[config.mk]
export PLATFORM = sky130hd
export DESIGN_NAME = tzsp_header_tag_parser
export DESIGN_NICKNAME = d
export VERILOG_FILES = /design/src/rtl/core/tzsp_pkg.sv /design/src/rtl/core/tzsp_parse_front.sv /design/src/rtl/core/tzsp_queue.sv /design/src/rtl/core/tzsp_result_back.sv /design/src/rtl/core/tzsp_header_tag_parser.sv
export SDC_FILE = /design/constraint.sdc
export NUM_CORES = 1
export LEC_CHECK = 0
export BUFFER_PORTS_ARGS = -buffer_cell sky130_fd_sc_hd__clkbuf_2
export CAP_MARGIN = 20
export CORE_UTILIZATION = 54
export CTS_CLUSTER_DIAMETER = 120
export DETAILED_ROUTE_END_ITERATION = 8
export PLACE_DENSITY_LB_ADDON = 0.2
export SLEW_MARGIN = 40
export SYNTH_ARGS = -nofsm -noshare
export SYNTH_HDL_FRONTEND = slang
export SYNTH_SLANG_ARGS = --single-unit
[constraint.sdc]
create_clock -name clock -period 3.9 [get_ports clock]
set_clock_uncertainty 0.2 [all_clocks]
set_input_delay 0.39 -clock clock [delete_from_list [all_inputs] [get_ports clock]]
set_output_delay 0.39 -clock clock [all_outputs]
set_load 0.02 [all_outputs]
[src/rtl/core/tzsp_pkg.sv]
// ----------------------------------------------------------------------------
// TZSP header parser package
// Shared types and constants for the header parser, its result queue and
// its output stage.
// ----------------------------------------------------------------------------
package tzsp_pkg;

   // Longest message that is parsed; bytes beyond it flag an error.
   localparam int unsigned MaxMessageBytes = 65535;
   localparam int unsigned CountBits       = 16;
   localparam int unsigned HeaderBytes     = 4;

   localparam logic [7:0] TzspVersion = 8'd1;
   localparam logic [7:0] TagPadding  = 8'd0;
   localparam logic [7:0] TagEnd      = 8'd1;

   // Result queue between the parser and the output stage.
   localparam int unsigned QueueDepth   = 2;
   localparam int unsigned QueuePtrBits = $clog2(QueueDepth);
   localparam int unsigned QueueCntBits = $clog2(QueueDepth + 1);

   typedef enum logic [2:0] {
      ST_OK           = 3'd0,
      ST_SHORT_HEADER = 3'd1,
      ST_BAD_VERSION  = 3'd2,
      ST_SHORT_LIST   = 3'd3,
      ST_SHORT_TAG    = 3'd4,
      ST_TOO_LONG     = 3'd5
   } status_type;

   // What the parser hands over at the end of a message.
   typedef struct packed {
      status_type             status;
      logic [7:0]             message_type;
      logic [15:0]            link_id;
      logic [CountBits-1:0]   payload_start;
      logic [CountBits-1:0]   byte_count;
   } summary_type;

   // Result word as it leaves the block.
   typedef struct packed {
      logic [4:0]  pad;
      logic [15:0] body_length;
      logic [15:0] body_offset;
      logic [15:0] link_id;
      logic [7:0]  message_type;
      logic [2:0]  status;
   } result_type;

endpackage

[src/rtl/core/tzsp_parse_front.sv]
// ----------------------------------------------------------------------------
// TZSP parser front end
// Walks the header and tag list one byte per cycle unless the queue is full
// and produces a summary record when the last byte of a message is taken.
// ----------------------------------------------------------------------------
module tzsp_parse_front (
   input  logic                 clock,
   input  logic                 reset,
   input  logic                 byte_valid,
   output logic                 byte_ready,
   input  logic [7:0]           message_byte,
   input  logic                 last_byte,
   input  logic                 queue_full,
   output logic                 summary_push,
   output tzsp_pkg::summary_type summary
);
   import tzsp_pkg::*;

   typedef enum logic [2:0] {
      PH_HEADER,
      PH_TAG_TYPE,
      PH_TAG_LEN,
      PH_TAG_DATA,
      PH_PAYLOAD
   } phase_type;

   localparam logic [CountBits-1:0] CountMax = CountBits'(MaxMessageBytes);
   localparam logic [CountBits-1:0] CountHdr = CountBits'(HeaderBytes);

   phase_type            phase_ff, phase_in;
   logic [CountBits-1:0] count_ff, count_in;
   logic [7:0]           skip_ff, skip_in;
   logic [7:0]           type_ff, type_in;
   logic [15:0]          link_ff, link_in;
   logic [CountBits-1:0] start_ff, start_in;
   status_type           error_ff, error_in;
   status_type           status;
   logic                 take;

   assign byte_ready = !queue_full;
   assign take       = byte_valid && byte_ready;

   always_comb begin
      phase_in = phase_ff;
      count_in = count_ff;
      skip_in  = skip_ff;
      type_in  = type_ff;
      link_in  = link_ff;
      start_in = start_ff;
      error_in = error_ff;
      if (count_ff >= CountMax) begin
         // Too long: no more parsing, only the error is noted.
         if (error_ff == ST_OK) begin
            error_in = ST_TOO_LONG;
         end
      end else begin
         count_in = count_ff + 1'b1;
         unique case (phase_ff)
            PH_HEADER: begin
               if (count_ff == '0) begin
                  if (message_byte != TzspVersion && error_ff == ST_OK) begin
                     error_in = ST_BAD_VERSION;
                  end
               end else if (count_ff == CountBits'(1)) begin
                  type_in = message_byte;
               end else if (count_ff == CountBits'(2)) begin
                  link_in = {message_byte, 8'd0};
               end else begin
                  link_in  = {link_ff[15:8], message_byte};
                  phase_in = PH_TAG_TYPE;
               end
            end
            PH_TAG_TYPE: begin
               if (message_byte == TagEnd) begin
                  start_in = count_ff + 1'b1;
                  phase_in = PH_PAYLOAD;
               end else if (message_byte != TagPadding) begin
                  phase_in = PH_TAG_LEN;
               end
            end
            PH_TAG_LEN: begin
               skip_in  = message_byte;
               phase_in = (message_byte != 8'd0) ? PH_TAG_DATA : PH_TAG_TYPE;
            end
            PH_TAG_DATA: begin
               skip_in = skip_ff - 1'b1;
               if (skip_in == 8'd0) begin
                  phase_in = PH_TAG_TYPE;
               end
            end
            PH_PAYLOAD: begin
            end
            default: begin
            end
         endcase
      end
   end

   // Final status; header truncation outranks any recorded error.
   always_comb begin
      priority if (count_in < CountHdr) begin
         status = ST_SHORT_HEADER;
      end else if (error_in != ST_OK) begin
         status = error_in;
      end else if (phase_in == PH_TAG_TYPE) begin
         status = ST_SHORT_LIST;
      end else if (phase_in == PH_TAG_LEN || phase_in == PH_TAG_DATA) begin
         status = ST_SHORT_TAG;
      end else begin
         status = ST_OK;
      end
   end

   assign summary_push          = take && last_byte;
   assign summary.status        = status;
   assign summary.message_type  = type_in;
   assign summary.link_id       = link_in;
   assign summary.payload_start = start_in;
   assign summary.byte_count    = count_in;

   always_ff @(posedge clock) begin
      if (reset || (take && last_byte)) begin
         phase_ff <= PH_HEADER;
         count_ff <= '0;
         skip_ff  <= '0;
         type_ff  <= '0;
         link_ff  <= '0;
         start_ff <= '0;
         error_ff <= ST_OK;
      end else if (take) begin
         phase_ff <= phase_in;
         count_ff <= count_in;
         skip_ff  <= skip_in;
         type_ff  <= type_in;
         link_ff  <= link_in;
         start_ff <= start_in;
         error_ff <= error_in;
      end
   end

endmodule

[src/rtl/core/tzsp_queue.sv]
// ----------------------------------------------------------------------------
// TZSP summary queue
// Short first-in first-out queue that decouples the parser from the output
// stage.
// ----------------------------------------------------------------------------
module tzsp_queue (
   input  logic                  clock,
   input  logic                  reset,
   input  logic                  push,
   input  tzsp_pkg::summary_type push_data,
   output logic                  full,
   input  logic                  pop,
   output logic                  not_empty,
   output tzsp_pkg::summary_type pop_data
);
   import tzsp_pkg::*;

   summary_type             mem_ff [QueueDepth];
   logic [QueuePtrBits-1:0] wr_ptr_ff;
   logic [QueuePtrBits-1:0] rd_ptr_ff;
   logic [QueueCntBits-1:0] fill_ff, fill_in;

   assign full      = (fill_ff == QueueCntBits'(QueueDepth));
   assign not_empty = (fill_ff != '0);
   assign pop_data  = mem_ff[rd_ptr_ff];

   always_comb begin
      fill_in = fill_ff;
      if (push && !pop) begin
         fill_in = fill_ff + 1'b1;
      end else if (pop && !push) begin
         fill_in = fill_ff - 1'b1;
      end
   end

   always_ff @(posedge clock) begin
      if (push) begin
         mem_ff[wr_ptr_ff] <= push_data;
      end
   end

   always_ff @(posedge clock) begin
      if (reset) begin
         wr_ptr_ff <= '0;
         rd_ptr_ff <= '0;
         fill_ff   <= '0;
      end else begin
         if (push) begin
            wr_ptr_ff <= (wr_ptr_ff == QueuePtrBits'(QueueDepth - 1)) ? '0
                                                                      : wr_ptr_ff + 1'b1;
         end
         if (pop) begin
            rd_ptr_ff <= (rd_ptr_ff == QueuePtrBits'(QueueDepth - 1)) ? '0
                                                                      : rd_ptr_ff + 1'b1;
         end
         fill_ff <= fill_in;
      end
   end

endmodule

[src/rtl/core/tzsp_result_back.sv]
// ----------------------------------------------------------------------------
// TZSP result stage
// Turns a summary record into the result word and holds it in the output
// register until it is taken.
// ----------------------------------------------------------------------------
module tzsp_result_back (
   input  logic                  clock,
   input  logic                  reset,
   input  logic                  summary_valid,
   input  tzsp_pkg::summary_type summary,
   output logic                  summary_pop,
   output logic                  result_valid,
   input  logic                  result_ready,
   output tzsp_pkg::result_type  result
);
   import tzsp_pkg::*;

   logic       valid_ff;
   result_type result_ff, result_in;
   logic       header_bad;
   logic       all_ok;

   assign summary_pop = summary_valid && (!valid_ff || result_ready);

   // Header fields mean nothing if the header itself is broken, and the
   // payload position is only reported for a clean message.
   assign header_bad = (summary.status == ST_SHORT_HEADER) ||
                       (summary.status == ST_BAD_VERSION);
   assign all_ok     = (summary.status == ST_OK);

   always_comb begin
      result_in.pad          = '0;
      result_in.status       = summary.status;
      result_in.message_type = header_bad ? 8'd0  : summary.message_type;
      result_in.link_id      = header_bad ? 16'd0 : summary.link_id;
      result_in.body_offset  = all_ok ? summary.payload_start : 16'd0;
      result_in.body_length  = all_ok ? (summary.byte_count - summary.payload_start)
                                      : 16'd0;
   end

   always_ff @(posedge clock) begin
      if (reset) begin
         valid_ff <= 1'b0;
      end else if (summary_pop) begin
         valid_ff <= 1'b1;
      end else if (result_ready) begin
         valid_ff <= 1'b0;
      end
   end

   always_ff @(posedge clock) begin
      if (summary_pop) begin
         result_ff <= result_in;
      end
   end

   assign result_valid = valid_ff;
   assign result       = result_ff;

endmodule

[src/rtl/core/tzsp_header_tag_parser.sv]
// ----------------------------------------------------------------------------
// TZSP header and tag parser
// Parses the encapsulation header and tag list of a message streamed one
// byte per word, and reports status and payload position at its end.
// ----------------------------------------------------------------------------
// Throughput: one byte per cycle across messages, unless the queue is full.
// The summary enters the queue at the edge that takes the last byte, moves
// to the output register once that is empty or its word is being taken,
// and the result word is valid while it is held there.
// Reset is synchronous and active high; it empties the queue, drops any
// pending result and returns the parser to the start of a message.
// ----------------------------------------------------------------------------
module tzsp_header_tag_parser (
   input  logic        clock,
   input  logic        reset,
   // Input byte stream.
   input  logic        req_tvalid,
   output logic        req_tready,
   input  logic [7:0]  req_tdata,   // [7:0] message_byte
   input  logic        req_tlast,   // last_byte
   // Result stream, one word per message.
   output logic        rsp_tvalid,
   input  logic        rsp_tready,
   output logic [63:0] rsp_tdata    // [2:0] status, [10:3] message_type,
                                    // [26:11] link_id, [42:27] body_offset,
                                    // [58:43] body_length, [63:59] zero
);
   import tzsp_pkg::*;

   summary_type front_summary;
   summary_type queue_summary;
   logic        front_push;
   logic        queue_full;
   logic        queue_not_empty;
   logic        back_pop;
   result_type  back_result;

   // The front end parses each byte as it arrives. It stalls only when the
   // summary queue is full, so bytes keep flowing while a result waits.
   tzsp_parse_front u_front (
      .clock        (clock),
      .reset        (reset),
      .byte_valid   (req_tvalid),
      .byte_ready   (req_tready),
      .message_byte (req_tdata),
      .last_byte    (req_tlast),
      .queue_full   (queue_full),
      .summary_push (front_push),
      .summary      (front_summary)
   );

   // The queue holds finished message summaries between the two halves.
   tzsp_queue u_queue (
      .clock     (clock),
      .reset     (reset),
      .push      (front_push),
      .push_data (front_summary),
      .full      (queue_full),
      .pop       (back_pop),
      .not_empty (queue_not_empty),
      .pop_data  (queue_summary)
   );

   // The back end masks the fields that have no meaning for the status,
   // computes the payload length and holds the result word.
   tzsp_result_back u_back (
      .clock         (clock),
      .reset         (reset),
      .summary_valid (queue_not_empty),
      .summary       (queue_summary),
      .summary_pop   (back_pop),
      .result_valid  (rsp_tvalid),
      .result_ready  (rsp_tready),
      .result        (back_result)
   );

   assign rsp_tdata = back_result;

endmodule

After elaboration in Yosys (flattened, before gate mapping)
Memories as Yosys holds them, arrays and structs flattened. A register that Yosys moved wholly into a read port is not among the register bits.
Cells that the tools add are included.
{"block": "op_classes", "n_reduce_logical": 26, "mux": 42, "bitwise_logic": 1, "n_eq_ne": 13, "add_sub_neg": 7, "order_cmp": 2}
{"cell": "16-bit two-way mux", "count": 9}
{"cell": "3-bit two-way mux", "count": 16}
{"cell": "8-bit two-way mux", "count": 4}
{"cell": "16-bit by 1-bit adder with 16-bit output (second input constant)", "count": 1}
{"cell": "16-bit by 1-bit equality test with 1-bit output (second input constant)", "count": 1}
{"cell": "16-bit by 2-bit equality test with 1-bit output (second input constant)", "count": 1}
{"cell": "16-bit greater-or-equal comparator (second input constant)", "count": 1}
{"cell": "16-bit logical NOT", "count": 1}
{"cell": "16-bit by 3-bit < comparator with 1-bit output (second input constant)", "count": 1}
{"cell": "8-bit one-hot mux with 2 select lines", "count": 1}
{"cell": "16-bit subtractor", "count": 1}
{"cell": "3-bit by 2-bit equality test with 1-bit output (second input constant)", "count": 5}
{"cell": "3-bit one-hot mux with 4 select lines", "count": 1}
{"cell": "3-bit by 1-bit equality test with 1-bit output (second input constant)", "count": 3}
{"cell": "3-bit logical NOT", "count": 3}
{"cell": "8-bit by 1-bit equality test with 1-bit output (second input constant)", "count": 1}
{"cell": "8-bit logical NOT", "count": 1}
{"cell": "1-bit two-way mux", "count": 8}
{"cell": "8-bit by 1-bit inequality test with 1-bit output (second input constant)", "count": 1}
{"cell": "2-bit nonzero test", "count": 4}
{"cell": "8-bit nonzero test", "count": 1}
{"cell": "8-bit by 1-bit subtractor with 8-bit output (second input constant)", "count": 1}
{"cell": "1-bit logical AND", "count": 6}
{"cell": "2-bit two-way mux", "count": 3}
{"cell": "9 further kinds", "count": 16}
{"block": "totals", "memories": 1, "input_bits": 13, "ff_bits": 134, "out_inout_bits": 66, "mem_bits_rw": 118, "elab_cells": 108}
{"name": "u_queue.mem_ff", "depth": 2, "width": 59, "read_ports": 1, "rd_ports_with_merged_regs": 1, "wr": 1, "line": "tzsp_queue.sv:18", "text": "summary_type mem_ff [QueueDepth];"}

Longest topological paths before layout
{"block": "depth", "word_depth": 12, "mapped_depth": 13, "ltp_nobuf": 10}

Hierarchy
A second synthesis with hierarchy kept.
{"block": "hier_totals", "cells_unflattened": 984, "area_unflattened_um2": 11493.5}
{"module": "tzsp_queue", "area_per_inst_um2": 4510.6, "n_inst": 1, "cells_per_inst": 206, "seq_area_each_um2": 3643.5}
{"module": "tzsp_parse_front", "area_per_inst_um2": 3973.8, "n_inst": 1, "cells_per_inst": 526, "seq_area_each_um2": 1401.3}
{"module": "tzsp_result_back", "area_per_inst_um2": 3009.1, "n_inst": 1, "cells_per_inst": 252, "seq_area_each_um2": 1791.7}

Least setup slack after synthesis
OpenSTA, ideal clock, no wires.
{"block": "synth_timing", "kind": "reg2reg", "startpoint": "register u_queue.fill_ff[0]", "endpoint": "memory u_queue.mem_ff[0][0] (netlist bit) (enable)", "stages_incl_launch_ff": 6, "slack_ns": -0.325, "n_path_buf": 1, "arrival_ns": 3.549, "cell_sequence": "dfxtp_1 -> nand2b_1 -> and2_2 -> clkbuf_8 -> nand2_1 -> nor2_1"}
{"block": "synth_between", "elab_chain_len": 6}
{"element": "start, declared", "line": "tzsp_queue.sv:21", "text": "logic [QueueCntBits-1:0] fill_ff, fill_in;"}
{"element": "start signal, assigned", "line": "tzsp_queue.sv:56", "text": "fill_ff <= fill_in;"}
{"element": "2-bit equality test", "line": "tzsp_queue.sv:23", "text": "assign full = (fill_ff == QueueCntBits'(QueueDepth));"}
{"element": "1-bit logical NOT", "line": "tzsp_parse_front.sv:40", "text": "assign byte_ready = !queue_full;"}
{"element": "via req_tready", "line": "tzsp_header_tag_parser.sv:18", "text": "output logic req_tready,"}
{"element": "1-bit logical AND", "line": "tzsp_parse_front.sv:41", "text": "assign take = byte_valid && byte_ready;"}
{"element": "1-bit logical AND", "line": "tzsp_parse_front.sv:114", "text": "assign summary_push = take && last_byte;"}
{"element": "1-bit two-way mux", "line": "tzsp_queue.sv:37", "text": "if (push) begin"}
{"element": "1-bit two-way mux (not written as such)", "line": "tzsp_queue.sv:38", "text": "mem_ff[wr_ptr_ff] <= push_data;"}
{"element": "end, declared", "line": "tzsp_queue.sv:18"}
The timed path passes the listed nets, and every way through them passes these cells.

==> metrics.txt <==
# TYPE chip_impl_metric gauge
chip_impl_metric{name="final-hold-violation-count",unit=""} 0
chip_impl_metric{name="worst_setup_hold_path_clk_slew",unit="ns"} 0.06
chip_impl_metric{name="cap_viol_max_count",unit=""} 0
chip_impl_metric{name="htreeDepth",unit=""} 1
chip_impl_metric{name="synthesis.area_per_instance",unit="um2"} 11.5
chip_impl_metric{name="grt_antenna_before_repair",unit=""} 0
chip_impl_metric{name="grt_max_degree",unit=""} 61
chip_impl_metric{name="postLayoutSetupSlackWorst",unit="ns"} 0.627
chip_impl_metric{name="number_of_enable_type_register_cells_in_the_synthesized_netlist",unit=""} 177
chip_impl_metric{name="row_cnt",unit=""} 52
chip_impl_metric{name="synth_seq_cells",unit=""} 253
chip_impl_metric{name="global_route.overflow_total",unit=""} 0
chip_impl_metric{name="drt-initial-drc-count",unit=""} 560
chip_impl_metric{name="layout_worst_path_cycle_share",unit=""} 0.839
chip_impl_metric{name="wl_met3",unit="um"} 1230
chip_impl_metric{name="crit_fanout",unit=""} 9
chip_impl_metric{name="drcViolationCount",unit=""} 0
chip_impl_metric{name="final_cell_area",unit="um2"} 12800
chip_impl_info{name="postSynth.topFlopCell",value="edfxtp_1"} 1
chip_impl_metric{name="ys_types",unit=""} 59
chip_impl_metric{name="via_count",unit=""} 7381
chip_impl_info{name="worst-setup-path-type",value="register to register"} 1
chip_impl_metric{name="yosysSeqAreaShare",unit=""} 0.610
chip_impl_info{name="setup_repair_after_global_routing_missed_its_margin",value="false"} 1
chip_impl_metric{name="cts_buffer_depth",unit=""} 3
chip_impl_metric{name="syn-instance-count",unit=""} 975
chip_impl_metric{name="io_buffer_count",unit=""} 73
chip_impl_info{name="end_kind",value="register"} 1
chip_impl_metric{name="asyncSetResetFlopFracSynth",unit=""} 0
chip_impl_metric{name="avgRoutedWirePerCell",unit="um"} 16.6
chip_impl_metric{name="wl_met2",unit="um"} 9670
chip_impl_metric{name="initial_utilization",unit=""} 0.552
chip_impl_metric{name="post_cts_buffers",unit=""} 0
chip_impl_info{name="topRoutingLayerUsed",value="met4"} 1
chip_impl_metric{name="cp_data_required_time",unit="ns"} 3.95
chip_impl_metric{name="routed_via_count_divided_by_cell_count",unit=""} 5.54
chip_impl_metric{name="detailed_place.area",unit="um2"} 11900
chip_impl_metric{name="core_area",unit="um2"} 20300
chip_impl_metric{name="grt.total_usage",unit=""} 0.212
chip_impl_metric{name="cts_inserted_buffers",unit=""} 26
chip_impl_metric{name="drive_gt1_frac",unit=""} 0.165
chip_impl_metric{name="leakage_dissipation",unit="nW"} 4.83
chip_impl_metric{name="area_growth_syn_to_layout",unit="%"} 14.1
chip_impl_metric{name="fillCellCount",unit=""} 1599
chip_impl_info{name="worst_path_dominant_cell_family",value="simple AND/OR/NAND/NOR gates"} 1
chip_impl_metric{name="n_antenna_cell",unit=""} 0
chip_impl_info{name="clock_tree_from_tritoncts",value="done"} 1
chip_impl_metric{name="drt-pass1-iter-count",unit=""} 5
chip_impl_info{name="outcome",value="finished, final reports clean"} 1
chip_impl_metric{name="fin_nets",unit=""} 1078
chip_impl_metric{name="clock.fmax",unit="MHz"} 306
chip_impl_metric{name="totalWireLength",unit="um"} 22100
chip_impl_metric{name="worst_ep_arrival_time",unit="ns"} 3.32
chip_impl_metric{name="mappedNetlistArea",unit="um2"} 11200
chip_impl_metric{name="pin_count",unit=""} 79
chip_impl_metric{name="grt_pass1_vias",unit=""} 6885
chip_impl_metric{name="cp_num_buf_inv",unit=""} 0
chip_impl_metric{name="timing.critical_path.slowest_cell_delay",unit="ns"} 0.65
chip_impl_metric{name="first_pass_grt_wire_length",unit="um"} 36200
chip_impl_metric{name="clock_latency",unit="ns"} 0.52
chip_impl_info{name="worst_hold_path_type",value="primary input to register"} 1
chip_impl_metric{name="fp.dieW",unit="um"} 146
chip_impl_metric{name="setup_total_negative_slack",unit="ns"} 0
chip_impl_metric{name="route.antenna.remaining_nets",unit=""} 0
chip_impl_metric{name="dp_worst_setup_slack",unit="ns"} 0.680
chip_impl_metric{name="ir_drop",unit="mV"} 0.435
chip_impl_metric{name="yosys_warnings",unit=""} 0
chip_impl_metric{name="cts.sink_count",unit=""} 253
chip_impl_metric{name="dieArea",unit="um2"} 21300
chip_impl_metric{name="m1WireLength",unit="um"} 10900
chip_impl_metric{name="gp_congestion",unit=""} 0.888
chip_impl_metric{name="setup-violations-final",unit=""} 0
chip_impl_metric{name="timing_max_transition_violations_final",unit=""} 0
chip_impl_metric{name="max_slew.worst_pin.slew",unit="ns"} 0.600
chip_impl_info{name="cts.root.buffer_cell",value="clkbuf_16"} 1
chip_impl_metric{name="power_per_cell_area",unit="nW/um2"} 709
chip_impl_metric{name="die_height",unit="um"} 146
chip_impl_info{name="cells_traversed_along_the_worst_timing_path",value="ha_1, nand4_1, or4_1, nand2b_1, nand2_1, o21ai_0, nand4b_1, or4b_1"} 1
chip_impl_metric{name="sum_of_net_half_perimeters_after_detailed_placement",unit="um"} 14500
chip_impl_info{name="crit_path_start_kind",value="register"} 1
chip_impl_metric{name="relSlewSlack",unit=""} 0.598
chip_impl_metric{name="fin_crit",unit="ns"} 3.27
chip_impl_info{name="crit_path_top_delay_cell",value="or4_1"} 1
-- registers in the layout, indices dropped and copies added, names as in the netlist, 2 cells and up, named ones only --
signal            cells
u_queue.mem_ff      118
u_back.result        59
u_front.count_ff     16
u_front.link_ff      16
u_front.start_ff     16
u_front.skip_ff       8
u_front.type_ff       8
u_front.error_ff      3
u_front.phase_ff      3
u_queue.fill_ff       2
-- stage by stage --
step | power (W) | util | hold WS, ns | cells
floorplan | 0.00576 | - | 0.234 | 979
global placement | 0.00650 | 0.584 | 0.239 | 1282
detailed placement | 0.00654 | 0.584 | 0.248 | 1282
CTS | 0.00913 | 0.630 | 0.0423 | 1332
global route | 0.00953 | 0.630 | 0.0604 | 1332
finish | 0.00907 | 0.630 | 0.0698 | 1332
-- area by class of cell --
class | instances | area [um2] | share of cell area
well taps | 270 | 338 | 0.0264
flip-flops and latches | 253 | 6840 | 0.535
clock buffers | 32 | 693 | 0.0542
multi-input cells | 644 | 4030 | 0.315
repair buffers | 93 | 583 | 0.0456
clock inverters | 16 | 218 | 0.0170
inverters | 24 | 90.1 | 0.00704
-- worst reg2reg max path: cells and delay by family, from the launching register on --
| kind | cells | cell delay [ns] |
|---|---|---|
| simple gates | 6 | 1.77 |
| compound gates | 1 | 0.17 |
| fa+ha+maj | 1 | 0.32 |
| flops | 1 | 0.54 |
-- cell usage in the layout (no fill, tap or decap), types with 3 or more instances in the layout --
cell       synthesis  final
edfxtp_1         177    177
nor2_1           147    146
nand2_1           93     92
dfxtp_1           76     75
clkbuf_2           0     73
a21oi_1           61     61
mux2i_1           59     59
o21ai_0           30     30
nor3_1            26     26
mux2_2            26     26
clkbuf_16          0     26
inv_1             24     23
ha_1              22     22
xor2_1            18     18
a211oi_1          17     17
xnor2_1           15     15
buf_4              5     13
nand3_1           12     12
nand4_1           11     11
nor3b_1           11     11
o211ai_1           9      9
nor4_1             9      8
a311oi_1           8      8
and3_1             8      7
or4_1              5      5
nand2b_1           6      5
conb_1             1      5
bufinv_16          0      5
buf_12             0      5
o21a_1             4      4
nor2b_1            4      4
clkinv_2           0      4
clkinv_1           0      4
clkbuf_1          38      4
or3_1              4      3
a21o_1             3      3
-- timing repair --
action / in CTS / in global routing
hold endpoints to repair: 6 / 0
hold buffers: 2 / 0
resized for setup: 0 / 0
-- cells in the mapped netlist (2+ instances only) --
cell type  number  area [um2]
nand2_1        93         349
buf_1           7        26.3
clkbuf_8        3        41.3
a311oi_1        8        70.1
nor3b_1        11        82.6
edfxtp_1      177        5320
o21ai_0        30         150
or3_1           4        25.0
dfxtp_1        76        1520
ha_1           22         275
clkbuf_1       38         143
or2_2           2        12.5
nand2b_1        6        37.5
inv_1          24        90.1
o211ai_1        9        67.6
nor3_1         26         130
nor4b_1         2        17.5
nor2_1        147         552
or4_1           5        37.5
o21bai_1        2        15.0
mux2i_1        59         591
and2_1          2        12.5
xnor2_1        15         131
xor2_1         18         158
nand4_1        11        68.8
nand3b_1        2        15.0
buf_2           3        15.0
a21o_1          3        22.5
o21a_1          4        30.0
and3_1          8        50.1
nand3_1        12        60.1
mux2_2         26         293
buf_6           2        22.5
nor2b_1         4        25.0
nor4_1          9        56.3
buf_4           5        37.5
a21oi_1        61         305
a22oi_1         2        15.0
a211oi_1       17         128
-- path summary, 6_finish.rpt --
kind | start | end | slack (ns) | depth (start not counted)
worst min-delay path | req_tdata[4] | u_front.link_ff[12] | 0.07 | 3
worst max-delay path | u_front.count_ff[0] | u_queue.mem_ff[0][56] | 0.63 | 8
worst max register to register | u_front.count_ff[0] | u_queue.mem_ff[0][56] | 0.63 | 8
worst min register to register | u_front.start_ff[10] | u_front.start_ff[10] | 0.25 | 2
-- metal layers --
metal  global-route usage  vias up
li1                     -     3630
met1                0.330     3515
met2                0.319      216
met3               0.0272       20
met4               0.0411        0
met5                    0        -
-- power by group --
| part | internal [W] | switching (W) |
|---|---|---|
| sequential | 0.00359 | 0.000213 |
| combinational | 0.000940 | 0.00174 |
| clock | 0.00160 | 0.000990 |
-- cells by family after synthesis --
| family | share of synthesized area |
|---|---|
| muxes | 0.0788 |
| AOI/OAI and AO/OA | 0.0761 |
| and+or+nand+nor | 0.149 |
| xor gates and xnor gates | 0.0258 |
| adders and majority gates | 0.0263 |
| other | 0.000335 |
| DFF | 0.610 |
| buffers and inverters | 0.0335 |
Power figures use the tool's default switching activity.
